===== src/rtl/core/mclp_pkg.sv =====
package mclp_pkg;

  localparam int LINE_BYTES_DEF = 64;
  localparam logic [6:0] MAX_SPEED_RST = 7'd100;

  localparam logic [7:0] CH_LF    = 8'd10;
  localparam logic [7:0] CH_TAB   = 8'd9;
  localparam logic [7:0] CH_CR    = 8'd13;
  localparam logic [7:0] CH_SPACE = 8'h20;
  localparam logic [7:0] CH_PLUS  = 8'h2B;
  localparam logic [7:0] CH_MINUS = 8'h2D;
  localparam logic [7:0] CH_ZERO  = 8'h30;
  localparam logic [7:0] CH_ONE   = 8'h31;
  localparam logic [7:0] CH_TWO   = 8'h32;
  localparam logic [7:0] CH_NINE  = 8'h39;
  localparam logic [7:0] CH_V_LO  = 8'h76;
  localparam logic [7:0] CH_V_UP  = 8'h56;
  localparam logic [7:0] CH_D_LO  = 8'h64;
  localparam logic [7:0] CH_D_UP  = 8'h44;

  localparam logic [1:0] MOTOR_NONE = 2'd0;
  localparam logic [1:0] MOTOR_ONE  = 2'd1;
  localparam logic [1:0] MOTOR_TWO  = 2'd2;

  typedef enum logic [1:0] {
    PH_SKIP,
    PH_SIGN,
    PH_DIGITS,
    PH_DONE
  } num_phase_t;

  typedef enum logic [1:0] {
    ST_IGNORED,
    ST_SPEED,
    ST_DIR,
    ST_ERROR
  } status_t;

  typedef struct packed {
    num_phase_t  phase;
    logic        negative;
    logic [7:0]  magnitude;
  } num_state_t;

  typedef struct packed {
    logic        start_kick;
    logic        direction;
    logic [6:0]  speed_value;
    logic [1:0]  motor_select;
    status_t     status;
  } result_t;

endpackage


===== src/rtl/core/mclp_num_step.sv =====
module mclp_num_step
  import mclp_pkg::*;
(
  input  logic       en,
  input  logic [7:0] rx_byte,
  input  num_state_t cur,
  output num_state_t nxt
);

  logic        is_digit;
  logic        is_space;
  logic [11:0] acc;

  assign is_digit = (rx_byte >= CH_ZERO) && (rx_byte <= CH_NINE);
  assign is_space = (rx_byte == CH_SPACE) || ((rx_byte >= CH_TAB) && (rx_byte <= CH_CR));
  // magnitude * 10 + digit, at most 2559
  assign acc = ({4'd0, cur.magnitude} << 3) + ({4'd0, cur.magnitude} << 1)
             + {4'd0, rx_byte - CH_ZERO};

  always_comb begin
    nxt = cur;
    if (en && (cur.phase != PH_DONE)) begin
      if (is_digit) begin
        nxt.magnitude = (acc > 12'd255) ? 8'd255 : acc[7:0];
        nxt.phase     = PH_DIGITS;
      end else if ((cur.phase == PH_SKIP) && is_space) begin
        nxt.phase = PH_SKIP;
      end else if ((cur.phase == PH_SKIP) && ((rx_byte == CH_PLUS) || (rx_byte == CH_MINUS))) begin
        nxt.negative = (rx_byte == CH_MINUS);
        nxt.phase    = PH_SIGN;
      end else begin
        nxt.phase = PH_DONE;
      end
    end
  end

endmodule


===== src/rtl/core/motor_command_line_parser.sv =====
// Motor command line parser. Takes one received character per in_ word every
// cycle while in_tready is high and keeps the first four characters of the line
// plus a running decimal parse of the number from the third character on. A
// line feed closes the line and gives exactly one registered out_ word; other
// characters give none. Accepted commands are "v1 N"/"v2 N" (speed, 0 to
// max_speed, optional whitespace and sign before N) and "d1 c"/"d2 c"
// (direction, c is 0 forward or 1 reverse); 'V' and 'D' work too. A wrong
// command letter or a bad value reports an error; a bad motor digit or a
// missing space reports ignored. start_kick marks the first nonzero speed for a
// motor after reset or after a zero speed. Characters past LINE_BYTES are
// dropped but the line feed still closes the line. The result side has an
// output register and one skid word, so in_tready falls only when two results
// are waiting on a stalled out_ side. max_speed resets to 100; the user must
// write it via cfg_wr_en/cfg_wr_data while the parser is idle (not enforced).
module motor_command_line_parser
  import mclp_pkg::*;
#(
  parameter int LINE_BYTES = LINE_BYTES_DEF
) (
  input  logic        clk,
  input  logic        rst_n,
  input  logic        in_tvalid,
  output logic        in_tready,
  input  logic [7:0]  in_tdata,    // [7:0] rx_byte
  output logic        out_tvalid,
  input  logic        out_tready,
  output logic [15:0] out_tdata,   // [1:0] status, [3:2] motor_select,
                                   // [10:4] speed_value, [11] direction,
                                   // [12] start_kick, [15:13] zero
  input  logic        cfg_wr_en,
  input  logic [6:0]  cfg_wr_data
);

  localparam int PW = $clog2(LINE_BYTES + 1);

  logic [6:0]    max_speed_r;
  logic [PW-1:0] pos_r;
  logic [7:0]    cmd_r, motor_r, sep_r, dir_r;
  num_state_t    num_r, num_nxt;
  logic [1:0]    flags_r, flags_nxt;

  logic [7:0]    cmd_nxt, motor_nxt, sep_nxt, dir_nxt;
  logic          acc_in, is_lf, cap_en;
  result_t       res;

  result_t       out_r, skid_r;
  logic          out_valid_r, skid_valid_r;
  logic          new_res;

  assign acc_in = in_tvalid && in_tready;
  assign is_lf  = (in_tdata == CH_LF);
  assign cap_en = (pos_r < PW'(LINE_BYTES));

  assign cmd_nxt   = (cap_en && (pos_r == PW'(0))) ? in_tdata : cmd_r;
  assign motor_nxt = (cap_en && (pos_r == PW'(1))) ? in_tdata : motor_r;
  assign sep_nxt   = (cap_en && (pos_r == PW'(2))) ? in_tdata : sep_r;
  assign dir_nxt   = (cap_en && (pos_r == PW'(3))) ? in_tdata : dir_r;

  mclp_num_step u_num (
    .en      (cap_en && (pos_r >= PW'(2))),
    .rx_byte (in_tdata),
    .cur     (num_r),
    .nxt     (num_nxt)
  );

  // line-end decision on the capture including the line feed itself
  always_comb begin
    logic is_speed, is_dir, motor_ok, two, bad;
    is_speed  = (cmd_nxt == CH_V_LO) || (cmd_nxt == CH_V_UP);
    is_dir    = (cmd_nxt == CH_D_LO) || (cmd_nxt == CH_D_UP);
    two       = (motor_nxt == CH_TWO);
    motor_ok  = ((motor_nxt == CH_ONE) || two) && (sep_nxt == CH_SPACE);
    bad       = (num_nxt.negative && (num_nxt.magnitude != 8'd0))
              || (num_nxt.magnitude > {1'b0, max_speed_r});
    res       = '0;
    flags_nxt = flags_r;
    if (!is_speed && !is_dir) begin
      res.status = ST_ERROR;
    end else if (motor_ok) begin
      if (is_speed) begin
        if (bad) begin
          res.status = ST_ERROR;
        end else begin
          res.status       = ST_SPEED;
          res.motor_select = two ? MOTOR_TWO : MOTOR_ONE;
          res.speed_value  = num_nxt.magnitude[6:0];
          if (num_nxt.magnitude == 8'd0) begin
            flags_nxt[two] = 1'b1;
          end else if (flags_r[two]) begin
            flags_nxt[two] = 1'b0;
            res.start_kick = 1'b1;
          end
        end
      end else if ((dir_nxt == CH_ZERO) || (dir_nxt == CH_ONE)) begin
        res.status       = ST_DIR;
        res.motor_select = two ? MOTOR_TWO : MOTOR_ONE;
        res.direction    = (dir_nxt == CH_ONE);
      end else begin
        res.status = ST_ERROR;
      end
    end
  end

  assign new_res = acc_in && is_lf;

  always_ff @(posedge clk) begin
    if (!rst_n) begin
      max_speed_r <= MAX_SPEED_RST;
      pos_r       <= '0;
      cmd_r       <= '0;
      motor_r     <= '0;
      sep_r       <= '0;
      dir_r       <= '0;
      num_r       <= '{phase: PH_SKIP, negative: 1'b0, magnitude: 8'd0};
      flags_r     <= 2'b11;
    end else begin
      if (cfg_wr_en) begin
        max_speed_r <= cfg_wr_data;
      end
      if (acc_in) begin
        if (is_lf) begin
          // clear the capture on every line feed
          pos_r   <= '0;
          cmd_r   <= '0;
          motor_r <= '0;
          sep_r   <= '0;
          dir_r   <= '0;
          num_r   <= '{phase: PH_SKIP, negative: 1'b0, magnitude: 8'd0};
          flags_r <= flags_nxt;
        end else begin
          cmd_r   <= cmd_nxt;
          motor_r <= motor_nxt;
          sep_r   <= sep_nxt;
          dir_r   <= dir_nxt;
          num_r   <= num_nxt;
          if (cap_en) begin
            pos_r <= pos_r + PW'(1);
          end
        end
      end
    end
  end

  // output register with one skid word behind it
  always_ff @(posedge clk) begin
    if (!rst_n) begin
      out_valid_r  <= 1'b0;
      skid_valid_r <= 1'b0;
    end else if (out_valid_r && out_tready) begin
      if (skid_valid_r) begin
        out_r        <= skid_r;
        skid_valid_r <= 1'b0;
      end else if (new_res) begin
        out_r <= res;
      end else begin
        out_valid_r <= 1'b0;
      end
    end else if (!out_valid_r) begin
      if (new_res) begin
        out_r       <= res;
        out_valid_r <= 1'b1;
      end
    end else if (new_res) begin
      skid_r       <= res;
      skid_valid_r <= 1'b1;
    end
  end

  assign in_tready  = !skid_valid_r;
  assign out_tvalid = out_valid_r;
  assign out_tdata  = {3'b000, out_r.start_kick, out_r.direction, out_r.speed_value,
                       out_r.motor_select, out_r.status};

`ifndef SYNTHESIS
  a_skid_behind_out: assert property (@(posedge clk) disable iff (!rst_n)
    skid_valid_r |-> out_valid_r) else $error("skid word held with empty output register");

  a_pos_bounded: assert property (@(posedge clk) disable iff (!rst_n)
    pos_r <= PW'(LINE_BYTES)) else $error("line position past line length");

  a_lf_clears: assert property (@(posedge clk) disable iff (!rst_n)
    (in_tvalid && in_tready && (in_tdata == CH_LF)) |=> (pos_r == PW'(0)))
    else $error("capture not cleared after line feed");

  a_kick_only_speed: assert property (@(posedge clk) disable iff (!rst_n)
    (out_valid_r && out_r.start_kick) |->
      ((out_r.status == ST_SPEED) && (out_r.speed_value != 7'd0)))
    else $error("start kick without nonzero speed");

  a_no_action_no_motor: assert property (@(posedge clk) disable iff (!rst_n)
    (out_valid_r && ((out_r.status == ST_IGNORED) || (out_r.status == ST_ERROR))) |->
      ((out_r.motor_select == MOTOR_NONE) && (out_r.speed_value == 7'd0)))
    else $error("motor reported on ignored or failed command");
`endif

endmodule


===== config.mk =====
export PLATFORM = sky130hd
export DESIGN_NAME = motor_command_line_parser
export DESIGN_NICKNAME = d
export VERILOG_FILES = /design/src/rtl/core/mclp_pkg.sv /design/src/rtl/core/mclp_num_step.sv /design/src/rtl/core/motor_command_line_parser.sv
export SDC_FILE = /design/constraint.sdc
export NUM_CORES = 1
export LEC_CHECK = 0
export BUFFER_PORTS_ARGS = -buffer_cell sky130_fd_sc_hd__buf_4
export CORE_MARGIN = 4
export CORE_UTILIZATION = 40
export DETAILED_ROUTE_END_ITERATION = 8
export GPL_TIMING_DRIVEN = 0
export HOLD_SLACK_MARGIN = 0.06
export SLEW_MARGIN = 10
export SYNTH_ARGS = -nofsm -noshare
export SYNTH_HDL_FRONTEND = slang
export SYNTH_SLANG_ARGS = --single-unit

===== constraint.sdc =====
create_clock -name clk -period 7.7 [get_ports clk]
set_input_delay 1.54 -clock clk [delete_from_list [all_inputs] [get_ports clk]]
set_output_delay 1.54 -clock clk [all_outputs]
set_load 0.01 [all_outputs]

## Word-level counts from Yosys, hierarchy flattened

Index checks and enable logic that the tools add are counted.

- Magnitude comparators: 10
- Muxes and demuxes: 51
- Bitwise gates (word level): 7
- Equality and inequality tests: 20
- Add/sub/neg operators: 4
- Reductions and logical operators: 42

Operator list:

| operator | count |
|---|---|
| $mux W8 | 10 |
| $mux W13 | 5 |
| $eq A8 B6 Y1 const B | 8 |
| $mux W11 | 3 |
| $eq A8 B7 Y1 const B | 4 |
| $mux W7 | 3 |
| $mux W1 | 18 |
| $mux W2 | 9 |
| $logic_and A1 B1 Y1 | 17 |
| $eq A7 B2 Y1 const B | 2 |
| $add A11 B9 Y12 | 1 |
| $add A12 B8 Y12 | 1 |
| $gt A12 B8 Y1 const B | 1 |
| $reduce_and A2 Y1 | 5 |
| $mux W9 | 1 |
| $eq A8 B4 Y1 const B | 1 |
| $ge A8 B4 Y1 const B | 1 |
| $ge A8 B6 Y1 const B | 1 |
| $gt A8 B7 Y1 | 1 |
| $le A8 B4 Y1 const B | 1 |
| $le A8 B6 Y1 const B | 1 |
| $logic_not A8 Y1 | 1 |
| $reduce_bool A8 Y1 | 1 |
| $sub A8 B6 Y8 const B | 1 |
| 22 further kinds | 37 |

- Input bits: 20
- Register bits: 87

## Longest topological paths before layout

- Depth after elaboration: 17
- Depth in mapped cells: 23
- Mapped depth without buffers: 20

## Cells and area by module

A second synthesis with hierarchy kept.

- Cells, all modules: 570
- Area, all modules: 4946.0 µm²

By module, submodules not included:

| module | area each (µm²) | cells an instance | instances | seq. area each (µm²) |
|---|---|---|---|---|
| motor_command_line_parser | 4092.7 | 455 | 1 | 1981.9 |
| mclp_num_step | 853.3 | 115 | 1 | 0.0 |

## Worst setup path after synthesis

OpenSTA, ideal clock, no wires.

- Kind: input -> register
- Start point: in in_tdata[4]
- End point: reg out_r, in the netlist out_tdata[4] (data pin)
- Setup time: 146 ps
- Cell stages on the path: 22
- Arrival: 6864 ps
- Required time: 7554 ps
- Slack: 690 ps
- Cells stage by stage: clkbuf_1 inv_1 ha_1 fa_1 ha_1 o211a_1 o31a_1 or3_4 a211o_4 or2_0 buf_2 o22a_1 ha_1 a21o_1 a21oi_1 o31ai_1 a21oi_1 nor2_1 mux2_2 or3_4 or4b_1 a21oi_1

- Cells in the longest elaborated chain, start to end: 16
- Elaborated cells between the ends (all ways): 53

RTL lines:

| what | line | source |
|---|---|---|
| start: declaration | motor_command_line_parser.sv:24 | `input logic [7:0] in_tdata,` |
| branches (longest 13 deep; another with $add A12 B8 Y12) | - |  |
| $mux W13 * | motor_command_line_parser.sv:153, motor_command_line_parser.sv:159 |  |
| $mux W13 (on tied branches) | motor_command_line_parser.sv:158, motor_command_line_parser.sv:150 |  |
| $mux W13 * | motor_command_line_parser.sv:149 | `end else if (out_valid_r && out_tready) begin` |
| end signal: assignment | motor_command_line_parser.sv:151 | `out_r <= skid_r;` |
| end signal: assignment | motor_command_line_parser.sv:154 | `out_r <= res;` |
| end signal: assignment | motor_command_line_parser.sv:160 | `out_r <= res;` |
| end: declaration | motor_command_line_parser.sv:46 | `result_t out_r, skid_r;` |

Every way passes the cells marked *. The select of a mux whose other input is x is not followed.
A chain may end at the register's enable or synchronous reset.

## Final worst setup path

- Start point: in in_tdata[6]
- End point: reg out_r, in the netlist out_tdata[4] (data pin)

The elaborated chain is that of the path after synthesis.

==> metrics.md <==
| Metric | Value |
|---|---|
| Cell total after placement | 791 |
| Max Fanout on Critical Path | 10 |
| Area of the placeable core | 12700 um^2 |
| Leakage | roughly 2.2 nW |
| Clock tree buffer depth | 2 |
| Effective utilization at floorplan | 0.411 |
| DRC Markers | 0 |
| Clock root buffer | clkbuf_16 |
| First-pass GRT wire length | approximately 23000 um |
| Power density cells | ~170 nW/um^2 |
| Die span in y | 122 um |
| Max Fclk | 0.137 GHz |
| Largest net degree at the start of global routing | 16 |
| Leading cell type in the layout, fill and taps excluded | dfxtp_1 |
| Final weighted congestion in routability-driven placement | 0.890 |
| CTS clock-pin slew for the worst setup and hold paths | around 0.060 ns |
| Final net count | 678 |
| Die Outline Area | 14900 um^2 |
| GRT overflow | 0 |
| Shortest clock period the worst path allows after layout | 7.30 ns |
| Overall Global Routing Usage | 0.198 |
| Routed wire length | 14000 um |
| Number of hold violations in the final report | 0 |
| Worst endpoint required time | 7.90 ns |
| Maximum level of the CTS H-tree | 3 |
| Via total after detailed routing | 4614 |
| Horizontal extent of the die | between 100 and 150 um |
| Ys async rst share | 0 |
| Number of sinks on the clock net | 86 |
| Number of endpoints failing setup at the final stage | 0 |
| Commonest cells after routing, fill and taps aside | 60 x dfxtp_1, 52 x nor2b_1, 47 x nor2_1 |
| Source-to-sink clock delay at the later pin of the worst-skew pair | 0.35 ns |
| Count of non-filler cells in the finished layout | 806 |
| I/O pin total | 38 |
| Worst-case headroom to the max-slew limit | 0.245 |
| First DRT Iteration DRCs | between 400 and 500 |
| Worst clock skew | 0.00806 ns |
| Yosys reg bits | 86 |
| Number of enable-type register cells in the synthesized netlist | 26 |
| Post-layout instance area | between 5000 and 6000 um^2 |
| Post-layout util | 0.468 |
| Final worst slack | 0.398 ns |
| Class of the most critical hold timing path | reg -> reg |
| Fraction of final layout cells with drive strength greater than 1 | 0.0994 |
| Num CTS Buffers | 9 |
| Maximum Capacitance Violations | 0 |
| Routed wire per std cell | 17.4 um |
| Worst IR Drop VDD | 0.000107 V |
| Synth cell types | 67 |
| Sequential fraction of the synthesis area | 0.381 |
| Standard cell area after detailed placement | approximately 5700 um^2 |
| TritonCTS clock tree | yes |
| Final critical-path share of the clock period | 0.948 |
| Detail Placement HPWL | 10600 um |
| Result of the run | complete, no violations |
| Mapped Area | about 5200 um^2 |
| ANT nets after route | 0 |
| Syn-to-layout area delta | 14.0% |
| Data arrival time of the worst path | 7.51 ns |
| Number of standard cells after synthesis | 585 |
| Pins Over Slew Limit | 0 |
| IO Port Bufs | 32 |
| Synthesized area per cell | 8.90 um^2 |
| Final worst hold slack | 0.495 ns |
| Worst slack at placement | -0.127 ns |
| Worst setup path category | in -> reg |
| Number of antenna violations at the first check in global routing | 0 |
| # resized after CTS | 0 |
| Number of global-route vias before repair | 4506 |
| Number of post-CTS setup repair buffers | 0 |
| Initial DRT Pass Iterations | 7 |
| Diode insertion count for antenna repair | 0 |
| Floorplan row count | between 40 and 50 |
| Sort of element at the end of the critical path | flop |
| Actual transition at the worst max-transition pin | 1.13 ns |
| Number of hold-repair buffers added at the cts stage | 0 |
| Commonest register cell after synthesis | dfxtp_1 |
| Type of element launching the critical path | input port |
| RSZ-0062 raised after global routing | false |
| Avg Vias per Cell | 5.72 |
| Number of warnings reported in the yosys synthesis log | 0 |
-- critical path, stage by stage --
cell      delay [ns]
buf_4           0.08
clkbuf_1        0.43
a21oi_1         0.10
xor2_1          0.26
fa_1            0.46
ha_1            0.42
o211a_1         0.21
o31a_1          0.20
o21ai_1         0.09
a221o_1         0.30
clkbuf_1        0.22
or2_0           0.26
buf_2           0.16
o22a_1          0.27
ha_1            0.31
a21o_1          0.18
a21oi_1         0.18
o31ai_1         0.10
a21oi_1         0.23
nor2_1          0.08
mux2_2          0.31
or3_4           0.43
or4b_1          0.50
a21oi_1         0.16
-- metal layers --
metal,global-route usage,share of wire,vias to the layer above
met1,0.267,0.47,2212
met3,0.0492,0.053,16
li1,-,-,2252
met4,0.0630,0.016,0
met2,0.312,0.46,134
met5,0,0,-
-- per-stage QoR --
step / power [mW] / setup TNS, ns
4_1_cts: 1.03 / 0
6_report: 1.02 / 0
5_1_grt: 1.06 / 0
3_5_place_dp: 0.616 / -0.127
3_3_place_gp: 0.613 / -0.121
2_1_floorplan: 0.575 / 0
-- where the power goes --
part,switching (mW),internal [mW]
registers,0.00849,0.479
logic,0.0707,0.0488
clock network,0.189,0.221
-- flip-flops by register name (all words and copies together) (netlist names), named ones only --
signal,count
out_tdata,13
skid_r,13
num_r,11
dir_r,8
motor_r,8
sep_r,8
cmd_r,7
max_speed_r,7
pos_r,7
out_tvalid,1
skid_valid_r,1
-- final timing paths --
kind / start / end / slack (ns) / depth (start not counted)
min reg2reg: flop / flop / 0.50 / 2
min: flop / flop / 0.50 / 2
max: in_tdata[6] / out_tdata[4] / 0.40 / 24
max reg2reg: num_r[2] / out_tdata[4] / 1.88 / 21
-- Yosys cell counts, drive strengths merged, types with 4 or more instances --
master	number	area, um^2
nor3	14	75.1
mux2i	14	140
nor2	47	176
a21oi	38	190
nor4	6	37.5
edfxtp	26	781
or3	4	35.0
dfxtp	60	1200
a21o	5	37.5
a22oi	6	45.0
inv	24	90.1
and2	10	62.6
o21a	4	30.0
nand4	9	56.3
fa	6	120
nand2	34	128
nand3	18	90.1
o31ai	5	42.5
xnor2	7	61.3
a32oi	32	280
o211ai	8	60.1
buf	5	31.3
o21ai	32	160
nand4b	5	43.8
clkbuf	32	120
and3	8	50.1
ha	23	288
nor2b	53	339
-- logic make-up (layout without fill, tap and decap cells) --
family	after synthesis	count (layout)	synth area share
flip-flops	86	86	0.381
buffers and inverters	61	108	0.0464
other	1	3	0.000720
multiplexers	16	16	0.0312
AND/OR/NAND/NOR	226	226	0.238
AO/OA/AOI/OAI	156	156	0.207
XOR/XNOR	10	10	0.0168
adder cells (fa/ha/maj)	29	29	0.0783
-- layout make-up --
type,count,area [um^2]
tap,172,215
clock inverter,6,41.3
sequential,86,1980
clock buffer,10,229
fill,1265,6740
multi-input combinational,440,2990
timing repair buffer,32,240
inverter,24,90.1
buffer,36,148
(Power assumes the default switching activity.)
